`config.mk`:
```
export PLATFORM = sky130hd
export DESIGN_NAME = ultrasonic_range_averager_core
export DESIGN_NICKNAME = d
export VERILOG_FILES = /design/src/rtl/ura_pkg.sv /design/src/rtl/ultrasonic_range_averager_core.sv
export SDC_FILE = /design/constraint.sdc
export NUM_CORES = 1
export LEC_CHECK = 0
export BUFFER_PORTS_ARGS = -buffer_cell sky130_fd_sc_hd__buf_2
export CORE_AREA = 2 2 212 110
export CTS_BUF_LIST = sky130_fd_sc_hd__clkbuf_8
export CTS_CLUSTER_SIZE = 25
export DETAILED_ROUTE_END_ITERATION = 10
export DIE_AREA = 0 0 214 112
export HOLD_SLACK_MARGIN = 0.1
export PLACE_DENSITY = 0.82
export SLEW_MARGIN = 10
export SYNTH_ARGS = -nofsm -noshare
export SYNTH_HDL_FRONTEND = slang
export SYNTH_SLANG_ARGS = --single-unit
```
`constraint.sdc`:
```
create_clock -name clk -period 4.96 [get_ports clk]
set_input_delay 0.248 -clock clk [delete_from_list [all_inputs] [get_ports clk]]
set_output_delay 0.248 -clock clk [all_outputs]
set_load 0.02 [all_outputs]
```
`src/rtl/ura_pkg.sv`:
```
// Shared types and constants for the ultrasonic range averager.
package ura_pkg;

  localparam int PhaseW = 3;
  localparam logic [PhaseW-1:0] PH_IDLE  = 3'd0;
  localparam logic [PhaseW-1:0] PH_TLOW  = 3'd1;
  localparam logic [PhaseW-1:0] PH_THIGH = 3'd2;
  localparam logic [PhaseW-1:0] PH_WAIT  = 3'd3;
  localparam logic [PhaseW-1:0] PH_PULSE = 3'd4;
  localparam logic [PhaseW-1:0] PH_GAP   = 3'd5;
  localparam logic [PhaseW-1:0] PH_SETUP = 3'd6;

  localparam logic [15:0] LOW_TICKS  = 16'd5;
  localparam logic [15:0] HIGH_TICKS = 16'd10;
  localparam logic [15:0] TICK_MAX   = 16'hFFFF;
  localparam logic [23:0] DIST_MAX   = 24'd16383;

  localparam int CfgAddrW = 2;
  localparam logic [CfgAddrW-1:0] REG_SAMPLE_COUNT = 2'd0;
  localparam logic [CfgAddrW-1:0] REG_ECHO_TIMEOUT = 2'd1;
  localparam logic [CfgAddrW-1:0] REG_GAP          = 2'd2;

  localparam logic [7:0]  RST_SAMPLE_COUNT = 8'd3;
  localparam logic [15:0] RST_ECHO_TIMEOUT = 16'd29000;
  localparam logic [15:0] RST_GAP          = 16'd50000;

  localparam int DivW     = 24;
  localparam int DivSteps = 24;
  localparam int CntW     = 5;

  typedef struct packed {
    logic [13:0] distance_mm;
    logic        fail;
    logic        done_res;
    logic        busy_res;
    logic        trigger_level;
  } result_t;

endpackage

```
`src/rtl/ultrasonic_range_averager_core.sv`:
```
// Echo-ranging controller that averages several pings, one item per microsecond tick.
// An ordinary tick item is registered and loaded into the output register in S_PUSH; the
// next item is taken after that. The tick that closes a run uses a 24-step shared restoring
// divider to compute the average, one shift-add step scales by ten, the same divider divides
// by US_PER_CM, one step saturates and one loads the output register. A stalled output delays
// the next item. Synchronous active-low reset restores all but result and divider registers.
module ultrasonic_range_averager_core #(
  parameter int US_PER_CM   = 58,
  parameter int MAX_SAMPLES = 16
) (
  input  logic                         clk,
  input  logic                         rst_n,
  input  logic                         in_tvalid,
  output logic                         in_tready,
  // Bits from 0: start_req, echo_level, zero fill.
  input  logic [7:0]                   in_tdata,
  output logic                         out_tvalid,
  input  logic                         out_tready,
  // Bits from 0: trigger_level, busy_res, done_res, fail, distance_mm[13:0], zero fill.
  output logic [23:0]                  out_tdata,
  input  logic                         cfg_we,
  input  logic [ura_pkg::CfgAddrW-1:0] cfg_addr,
  input  logic [15:0]                  cfg_wdata
);
  import ura_pkg::*;

  localparam logic [2:0] S_IDLE  = 3'd0;
  localparam logic [2:0] S_DIV_A = 3'd1;
  localparam logic [2:0] S_MUL   = 3'd2;
  localparam logic [2:0] S_DIV_B = 3'd3;
  localparam logic [2:0] S_FIN   = 3'd4;
  localparam logic [2:0] S_PUSH  = 3'd5;

  logic [2:0]        seq_r, seq_nxt;
  logic [7:0]        samples_r, samples_nxt;
  logic [15:0]       timeout_r, timeout_nxt;
  logic [15:0]       gap_r, gap_nxt;
  logic [PhaseW-1:0] phase_r, phase_nxt;
  logic [15:0]       tick_r, tick_nxt;
  logic [15:0]       pw_r, pw_nxt;
  logic [19:0]       sum_r, sum_nxt;
  logic [4:0]        pings_r, pings_nxt;
  logic [13:0]       last_r, last_nxt;
  result_t           res_r, res_nxt;
  logic              out_valid_r, out_valid_nxt;
  result_t           out_data_r, out_data_nxt;
  logic [DivW-1:0]   quo_r, quo_nxt;
  logic [7:0]        rem_r, rem_nxt;
  logic [7:0]        div_r, div_nxt;
  logic [CntW-1:0]   cnt_r, cnt_nxt;

  logic        accept;
  logic        start_req, echo_level;
  logic [7:0]  clamped;
  logic [15:0] tick_inc, pw_inc;
  logic        failed;
  logic [8:0]  rem_sh;
  logic [7:0]  rem_sub;
  logic        ge;
  logic [7:0]  rem_step;
  logic [DivW-1:0] quo_step;
  logic        last_step;
  logic        out_free;

  assign in_tready  = (seq_r == S_IDLE);
  assign accept     = in_tvalid && in_tready;
  assign start_req  = in_tdata[0];
  assign echo_level = in_tdata[1];
  assign out_tvalid = out_valid_r;
  assign out_tdata  = {6'd0, out_data_r};
  assign out_free   = !out_valid_r || out_tready;

  assign clamped  = (samples_r > 8'(MAX_SAMPLES)) ? 8'(MAX_SAMPLES) : samples_r;
  assign tick_inc = (tick_r < TICK_MAX) ? tick_r + 16'd1 : tick_r;
  assign pw_inc   = (pw_r < TICK_MAX) ? pw_r + 16'd1 : pw_r;

  assign rem_sh    = {rem_r, quo_r[DivW-1]};
  assign rem_sub   = rem_sh[7:0] - div_r;
  assign ge        = (rem_sh >= {1'b0, div_r});
  assign rem_step  = ge ? rem_sub : rem_sh[7:0];
  assign quo_step  = {quo_r[DivW-2:0], ge};
  assign last_step = (cnt_r == CntW'(DivSteps - 1));

  always_comb begin
    seq_nxt       = seq_r;
    samples_nxt   = samples_r;
    timeout_nxt   = timeout_r;
    gap_nxt       = gap_r;
    phase_nxt     = phase_r;
    tick_nxt      = tick_r;
    pw_nxt        = pw_r;
    sum_nxt       = sum_r;
    pings_nxt     = pings_r;
    last_nxt      = last_r;
    res_nxt       = res_r;
    quo_nxt       = quo_r;
    rem_nxt       = rem_r;
    div_nxt       = div_r;
    cnt_nxt       = cnt_r;
    out_data_nxt  = out_data_r;
    out_valid_nxt = out_valid_r && !out_tready;
    failed        = 1'b0;

    if (cfg_we) begin
      case (cfg_addr)
        REG_SAMPLE_COUNT: samples_nxt = cfg_wdata[7:0];
        REG_ECHO_TIMEOUT: timeout_nxt = cfg_wdata;
        REG_GAP:          gap_nxt     = cfg_wdata;
        default: ;
      endcase
    end

    case (seq_r)
      S_IDLE: begin
        if (accept) begin
          res_nxt.trigger_level = 1'b0;
          res_nxt.busy_res      = 1'b1;
          res_nxt.done_res      = 1'b0;
          res_nxt.fail          = 1'b0;
          seq_nxt               = S_PUSH;
          case (phase_r)
            PH_IDLE: begin
              res_nxt.busy_res = 1'b0;
              if (start_req) begin
                if (clamped == 8'd0) begin
                  last_nxt         = 14'd0;
                  res_nxt.done_res = 1'b1;
                end else begin
                  phase_nxt        = PH_SETUP;
                  res_nxt.busy_res = 1'b1;
                  tick_nxt         = 16'd0;
                  pw_nxt           = 16'd0;
                  sum_nxt          = 20'd0;
                  pings_nxt        = 5'd0;
                end
              end
            end
            PH_SETUP: begin
              phase_nxt = PH_TLOW;
              tick_nxt  = 16'd0;
            end
            PH_TLOW: begin
              tick_nxt = tick_r + 16'd1;
              if (tick_nxt >= LOW_TICKS) begin
                phase_nxt = PH_THIGH;
                tick_nxt  = 16'd0;
              end
            end
            PH_THIGH: begin
              res_nxt.trigger_level = 1'b1;
              tick_nxt = tick_r + 16'd1;
              if (tick_nxt >= HIGH_TICKS) begin
                phase_nxt = PH_WAIT;
                tick_nxt  = 16'd0;
                pw_nxt    = 16'd0;
              end
            end
            PH_WAIT: begin
              tick_nxt = tick_inc;
              if (tick_inc >= timeout_r) begin
                failed = 1'b1;
              end else if (echo_level) begin
                phase_nxt = PH_PULSE;
                pw_nxt    = 16'd1;
              end
            end
            PH_PULSE: begin
              if (!echo_level) begin
                sum_nxt   = sum_r + {4'd0, pw_r};
                pings_nxt = pings_r + 5'd1;
                phase_nxt = PH_GAP;
                tick_nxt  = 16'd0;
              end else begin
                tick_nxt = tick_inc;
                pw_nxt   = pw_inc;
                if (tick_inc >= timeout_r) failed = 1'b1;
              end
            end
            PH_GAP: begin
              if (tick_r < gap_r) begin
                tick_nxt = tick_r + 16'd1;
              end else if ({3'd0, pings_r} >= clamped && pings_r != 5'd0) begin
                phase_nxt        = PH_IDLE;
                res_nxt.busy_res = 1'b0;
                res_nxt.done_res = 1'b1;
                quo_nxt          = {4'd0, sum_r};
                div_nxt          = {3'd0, pings_r};
                rem_nxt          = 8'd0;
                cnt_nxt          = '0;
                seq_nxt          = S_DIV_A;
              end else begin
                phase_nxt = PH_TLOW;
                tick_nxt  = 16'd0;
              end
            end
            default: begin
              phase_nxt        = PH_IDLE;
              res_nxt.busy_res = 1'b0;
            end
          endcase
          if (failed) begin
            last_nxt         = 14'd0;
            phase_nxt        = PH_IDLE;
            tick_nxt         = 16'd0;
            res_nxt.busy_res = 1'b0;
            res_nxt.done_res = 1'b1;
            res_nxt.fail     = 1'b1;
          end
          res_nxt.distance_mm = last_nxt;
        end
      end
      S_DIV_A: begin
        quo_nxt = quo_step;
        rem_nxt = rem_step;
        cnt_nxt = cnt_r + CntW'(1);
        if (last_step) seq_nxt = S_MUL;
      end
      S_MUL: begin
        quo_nxt = {quo_r[DivW-4:0], 3'd0} + {quo_r[DivW-2:0], 1'b0};
        div_nxt = 8'(US_PER_CM);
        rem_nxt = 8'd0;
        cnt_nxt = '0;
        seq_nxt = S_DIV_B;
      end
      S_DIV_B: begin
        quo_nxt = quo_step;
        rem_nxt = rem_step;
        cnt_nxt = cnt_r + CntW'(1);
        if (last_step) seq_nxt = S_FIN;
      end
      S_FIN: begin
        last_nxt            = (quo_r > DIST_MAX) ? DIST_MAX[13:0] : quo_r[13:0];
        res_nxt.distance_mm = last_nxt;
        seq_nxt             = S_PUSH;
      end
      S_PUSH: begin
        if (out_free) begin
          out_valid_nxt = 1'b1;
          out_data_nxt  = res_r;
          seq_nxt       = S_IDLE;
        end
      end
      default: seq_nxt = S_IDLE;
    endcase
  end

  always_ff @(posedge clk) begin
    if (!rst_n) begin
      seq_r       <= S_IDLE;
      samples_r   <= RST_SAMPLE_COUNT;
      timeout_r   <= RST_ECHO_TIMEOUT;
      gap_r       <= RST_GAP;
      phase_r     <= PH_IDLE;
      tick_r      <= 16'd0;
      pw_r        <= 16'd0;
      sum_r       <= 20'd0;
      pings_r     <= 5'd0;
      last_r      <= 14'd0;
      out_valid_r <= 1'b0;
    end else begin
      seq_r       <= seq_nxt;
      samples_r   <= samples_nxt;
      timeout_r   <= timeout_nxt;
      gap_r       <= gap_nxt;
      phase_r     <= phase_nxt;
      tick_r      <= tick_nxt;
      pw_r        <= pw_nxt;
      sum_r       <= sum_nxt;
      pings_r     <= pings_nxt;
      last_r      <= last_nxt;
      out_valid_r <= out_valid_nxt;
    end
  end

  always_ff @(posedge clk) begin
    res_r      <= res_nxt;
    out_data_r <= out_data_nxt;
    quo_r      <= quo_nxt;
    rem_r      <= rem_nxt;
    div_r      <= div_nxt;
    cnt_r      <= cnt_nxt;
  end

  a_done_not_busy: assert property (@(posedge clk) disable iff (!rst_n)
    out_valid_r |-> !(out_data_r.done_res && out_data_r.busy_res))
    else $error("result shows done and busy together");

  a_fail_zero: assert property (@(posedge clk) disable iff (!rst_n)
    (out_valid_r && out_data_r.fail) |-> (out_data_r.done_res && out_data_r.distance_mm == 14'd0))
    else $error("failed result without done or with a distance");

  a_rem_bound: assert property (@(posedge clk) disable iff (!rst_n)
    (seq_r == S_DIV_A || seq_r == S_DIV_B) |-> (rem_r < div_r))
    else $error("divider remainder not below divisor");

  a_pings_bound: assert property (@(posedge clk) disable iff (!rst_n)
    {3'd0, pings_r} <= 8'(MAX_SAMPLES))
    else $error("ping count beyond sample limit");

endmodule

```
==> metrics.csv <==
stage,metric,value,unit
run_status,status,completed,
power,p_total,3870,uW
worst_hold_path,hold_end,res_r[2],
power,switching_share,0.332,
worst_setup_path,crit_path_start_kind,flop,
place,dp_cells,1619,
die,io_pins,57,
worst_setup_path,endpoint_kind,flop,
place,portBuffers,44,
final_layout,fin_nets,1467,
place,dp_hpwl,23300,um
worst_setup_path,worstSetupPathType,reg -> reg,
worst_setup_path,reg2reg_to,tick_r[8],
sta,setup_viol,0,
worst_hold_path,hold_start,in_tdata[0],
final_layout,fillers,1906,
synth,synthDistinctLibCells,99,
cts,cts_root_buf,clkbuf_8,
cts,path_clk_slew,0.10,ns
power,pwr-share-clk,0.261,
cts,cts_tree,done,
worst_hold_path,hold_depth,3,
place,place_congestion,1.00,
sta,worst_slew_pin_slew,1.32,ns
worst_setup_path,worstReg2RegStart,tick_r[0],
synth,yosysWarnings,0,
synth,synth_top_area_cell,edfxtp_1,
power,p_comb_frac,0.234,
final_layout,final_layout_size_suffix_gt1_frac,0.104,
power,power.leakage,0.00511,uW
sta,fmax,226,MHz
synth,synth_top_area_share,0.199,
route,drt-wirelength-per-cell,18.6,um
route,dr.pass1.iters,6,
cts,clk-insertion-delay-late,0.49,ns
synth,ys_top_cells_by_count,"nand2_1, dfxtp_1, nor2_1, ha_1, o21ai_0",
cts,cts.path.max_buffers,2,
synth,ys.flop_type,dfxtp_1,
worst_setup_path,critical_path_arrival,4.85,ns
worst_setup_path,critical_path_required,5.38,ns
synth,synth.most_common_cell,nand2_1,
cts,cts_sinks,197,
sta,final.min_clock_period,4.43,ns
worst_setup_path,crit_chain,ha_1 -> nand3_1 -> nor2_1 -> buf_4 -> and4_1 -> nand2_2 -> o21ai_0 -> ha_1 -> a21o_1 -> a21oi_1 -> o211a_1 -> a2bb2oi_1 -> a21oi_2 -> a211oi_2 -> buf_4 -> nand2_1 -> o22ai_1,
global_routing,grt_use_total,0.262,
final_layout,final_area,12900,um2
final_layout,area_delta_synth_final,8.45,%
die,core,22200,um2
synth,ys_seq_area_frac,0.397,
synth,async_flop_share,0,
die,initial_utilization,0.537,
synth,syn_area,11900,um2
job,drv_cap,0,
sta,drv_slew,0,
final_layout,finalNonFillerCells,1668,
power,power.density,299,nW/um2
route,drt_iter0_drc,1630,
power,vdd_drop_max,192,uV
worst_setup_path,ff2ff_path_depth,17,
worst_setup_path,slowest_delay,0.51,ns
route,drc_errors,0,
die,die_x,214,um
power,p_sw,1280,uW
die,dieArea,24000,um2
sta,skew,0.0183,ns
synth,synth_edf_count,79,
worst_setup_path,crit_slowest_cell,dfxtp_1,
die,fp-row-count,39,
global_routing,overflow,0,
power,p_int,2580,uW
worst_setup_path,ff2ff_setup_slack,0.53,ns
place,placement.cell_area,12400,um2
sta,period_share,0.894,
worst_setup_path,cp_max_fo,24,
route,ant_nets,0,
route,viasPerCell,6.26,
sta,rsz0062_at_grt,false,
route,drt_wl_total,31100,um
cts,cts_buffers,17,
global_routing,first_global_vias,9615,
global_routing,grt_max_degree,56,
synth,ys_top_cells_by_area,"edfxtp_1, dfxtp_1, ha_1",
power,power_frac_seq,0.505,
sta,hold_viol,0,
final_layout,regArea,4730,um2
route,vias,10400,
worst_hold_path,hold_class,in -> reg,
cts,cts_max_level,4,
synth,syn_inst,1306,
die,fp.dieH,112,um
sta,finalSetupTns,0,ns
sta,slew_headroom,0.116,
final_layout,antenna_cells,0,
synth,avgSynthCellArea,9.13,um2
synth,ys_ff_latch,197,
global_routing,grt_pass1_wl,50400,um
global_routing,antenna_found_initial,0,
final_layout,multi_input_area,6670,um2
==> layout make-up <==
class,instances,area share
multi-input cells,984,0.516
flip-flops and latches,197,0.366
repair buffers,80,0.0412
well taps,307,0.0297
inverters,68,0.0197
clock buffers,18,0.0192
clock inverters,14,0.00832
==> worst max-delay path: cells and delay by family, from the launching register on <==
| family | cells | cell delay (ns) |
|---|---|---|
| fa+ha+maj | 2 | 0.61 |
| flops | 1 | 0.51 |
| buf+inv | 2 | 0.50 |
| compound gates | 8 | 1.74 |
| simple gates | 5 | 0.97 |
==> worst max path at each step <==
stage / start / end / cells after the start
2_1_floorplan: samples_r[4] / div_r[0] / 10
3_3_place_gp: tick_r[0] / tick_r[10] / 17
3_5_place_dp: tick_r[0] / tick_r[4] / 17
4_1_cts: tick_r[0] / tick_r[4] / 17
5_1_grt: tick_r[0] / tick_r[2] / 17
6_report: tick_r[0] / tick_r[8] / 17
==> what timing repair did <==
item,4_1_cts,5_1_grt
hold endpoints to repair,41,0
buffers inserted,0,0
hold buffers,17,0
resized for setup,0,0
==> per-layer routing <==
metal	track usage	routed length (um)	vias up
met5	0	0	-
met4	0.0564	291	0
met3	0.0689	3480	25
met2	0.351	12200	573
met1	0.413	15100	4948
li1	-	-	4902
==> cells by family (layout without fill, tap and decap cells) <==
| kind of cell | count (synthesis) | count (layout) | share of synthesized area |
|---|---|---|---|
| flops | 197 | 197 | 0.397 |
| buf+inv | 130 | 180 | 0.0464 |
| xor+xnor | 46 | 46 | 0.0338 |
| simple gates | 436 | 436 | 0.184 |
| compound gates | 386 | 386 | 0.225 |
| fa+ha+maj | 88 | 88 | 0.0942 |
| other cells | 1 | 6 | 0.000314 |
| mux | 22 | 22 | 0.0187 |
==> cell usage in the layout (no fill, tap or decap), types with 20 or more instances in the layout <==
master / count
o21ai_0: 80
edfxtp_1: 79
a21oi_1: 51
nand2_1: 163
ha_1: 85
nor2b_1: 26
mux2i_1: 20
nor2_1: 87
nand3_1: 31
buf_2: 44
a31oi_1: 22
a21o_1: 24
dfxtp_1: 118
inv_1: 69
xnor2_1: 27
a21boi_0: 29
a22oi_1: 20
==> registers in the layout, summed over array words and instances (netlist names), 3 cells and up <==
| signal | cells |
|---|---|
| cnt_r | 5 |
| div_r | 6 |
| gap_r | 16 |
| last_r | 14 |
| out_tdata | 18 |
| phase_r | 3 |
| pings_r | 5 |
| pw_r | 16 |
| quo_r | 24 |
| rem_r | 8 |
| res_r | 18 |
| samples_r | 8 |
| seq_r | 3 |
| sum_r | 20 |
| tick_r | 16 |
| timeout_r | 16 |
==> power by group through the flow <==
stage	registers [uW]	logic, uW	clock network, uW
global placement	1980	825	0
CTS	1950	879	1010
floorplan	1960	654	0
finish	1950	904	1010
global route	1970	993	1090
detailed placement	1980	863	0
==> metrics by stage <==
| step | setup WS [ns] | hold slack, ns | utilization |
|---|---|---|---|
| floorplan | 0.666 | 0.377 | - |
| global placement | 0.843 | 0.401 | 0.559 |
| detailed placement | 0.703 | 0.406 | 0.559 |
| CTS | 0.669 | 0.163 | 0.582 |
| global route | 0.169 | 0.175 | 0.582 |
| finish | 0.528 | 0.194 | 0.582 |
Note: power is estimated with default switching activity, not from simulation.
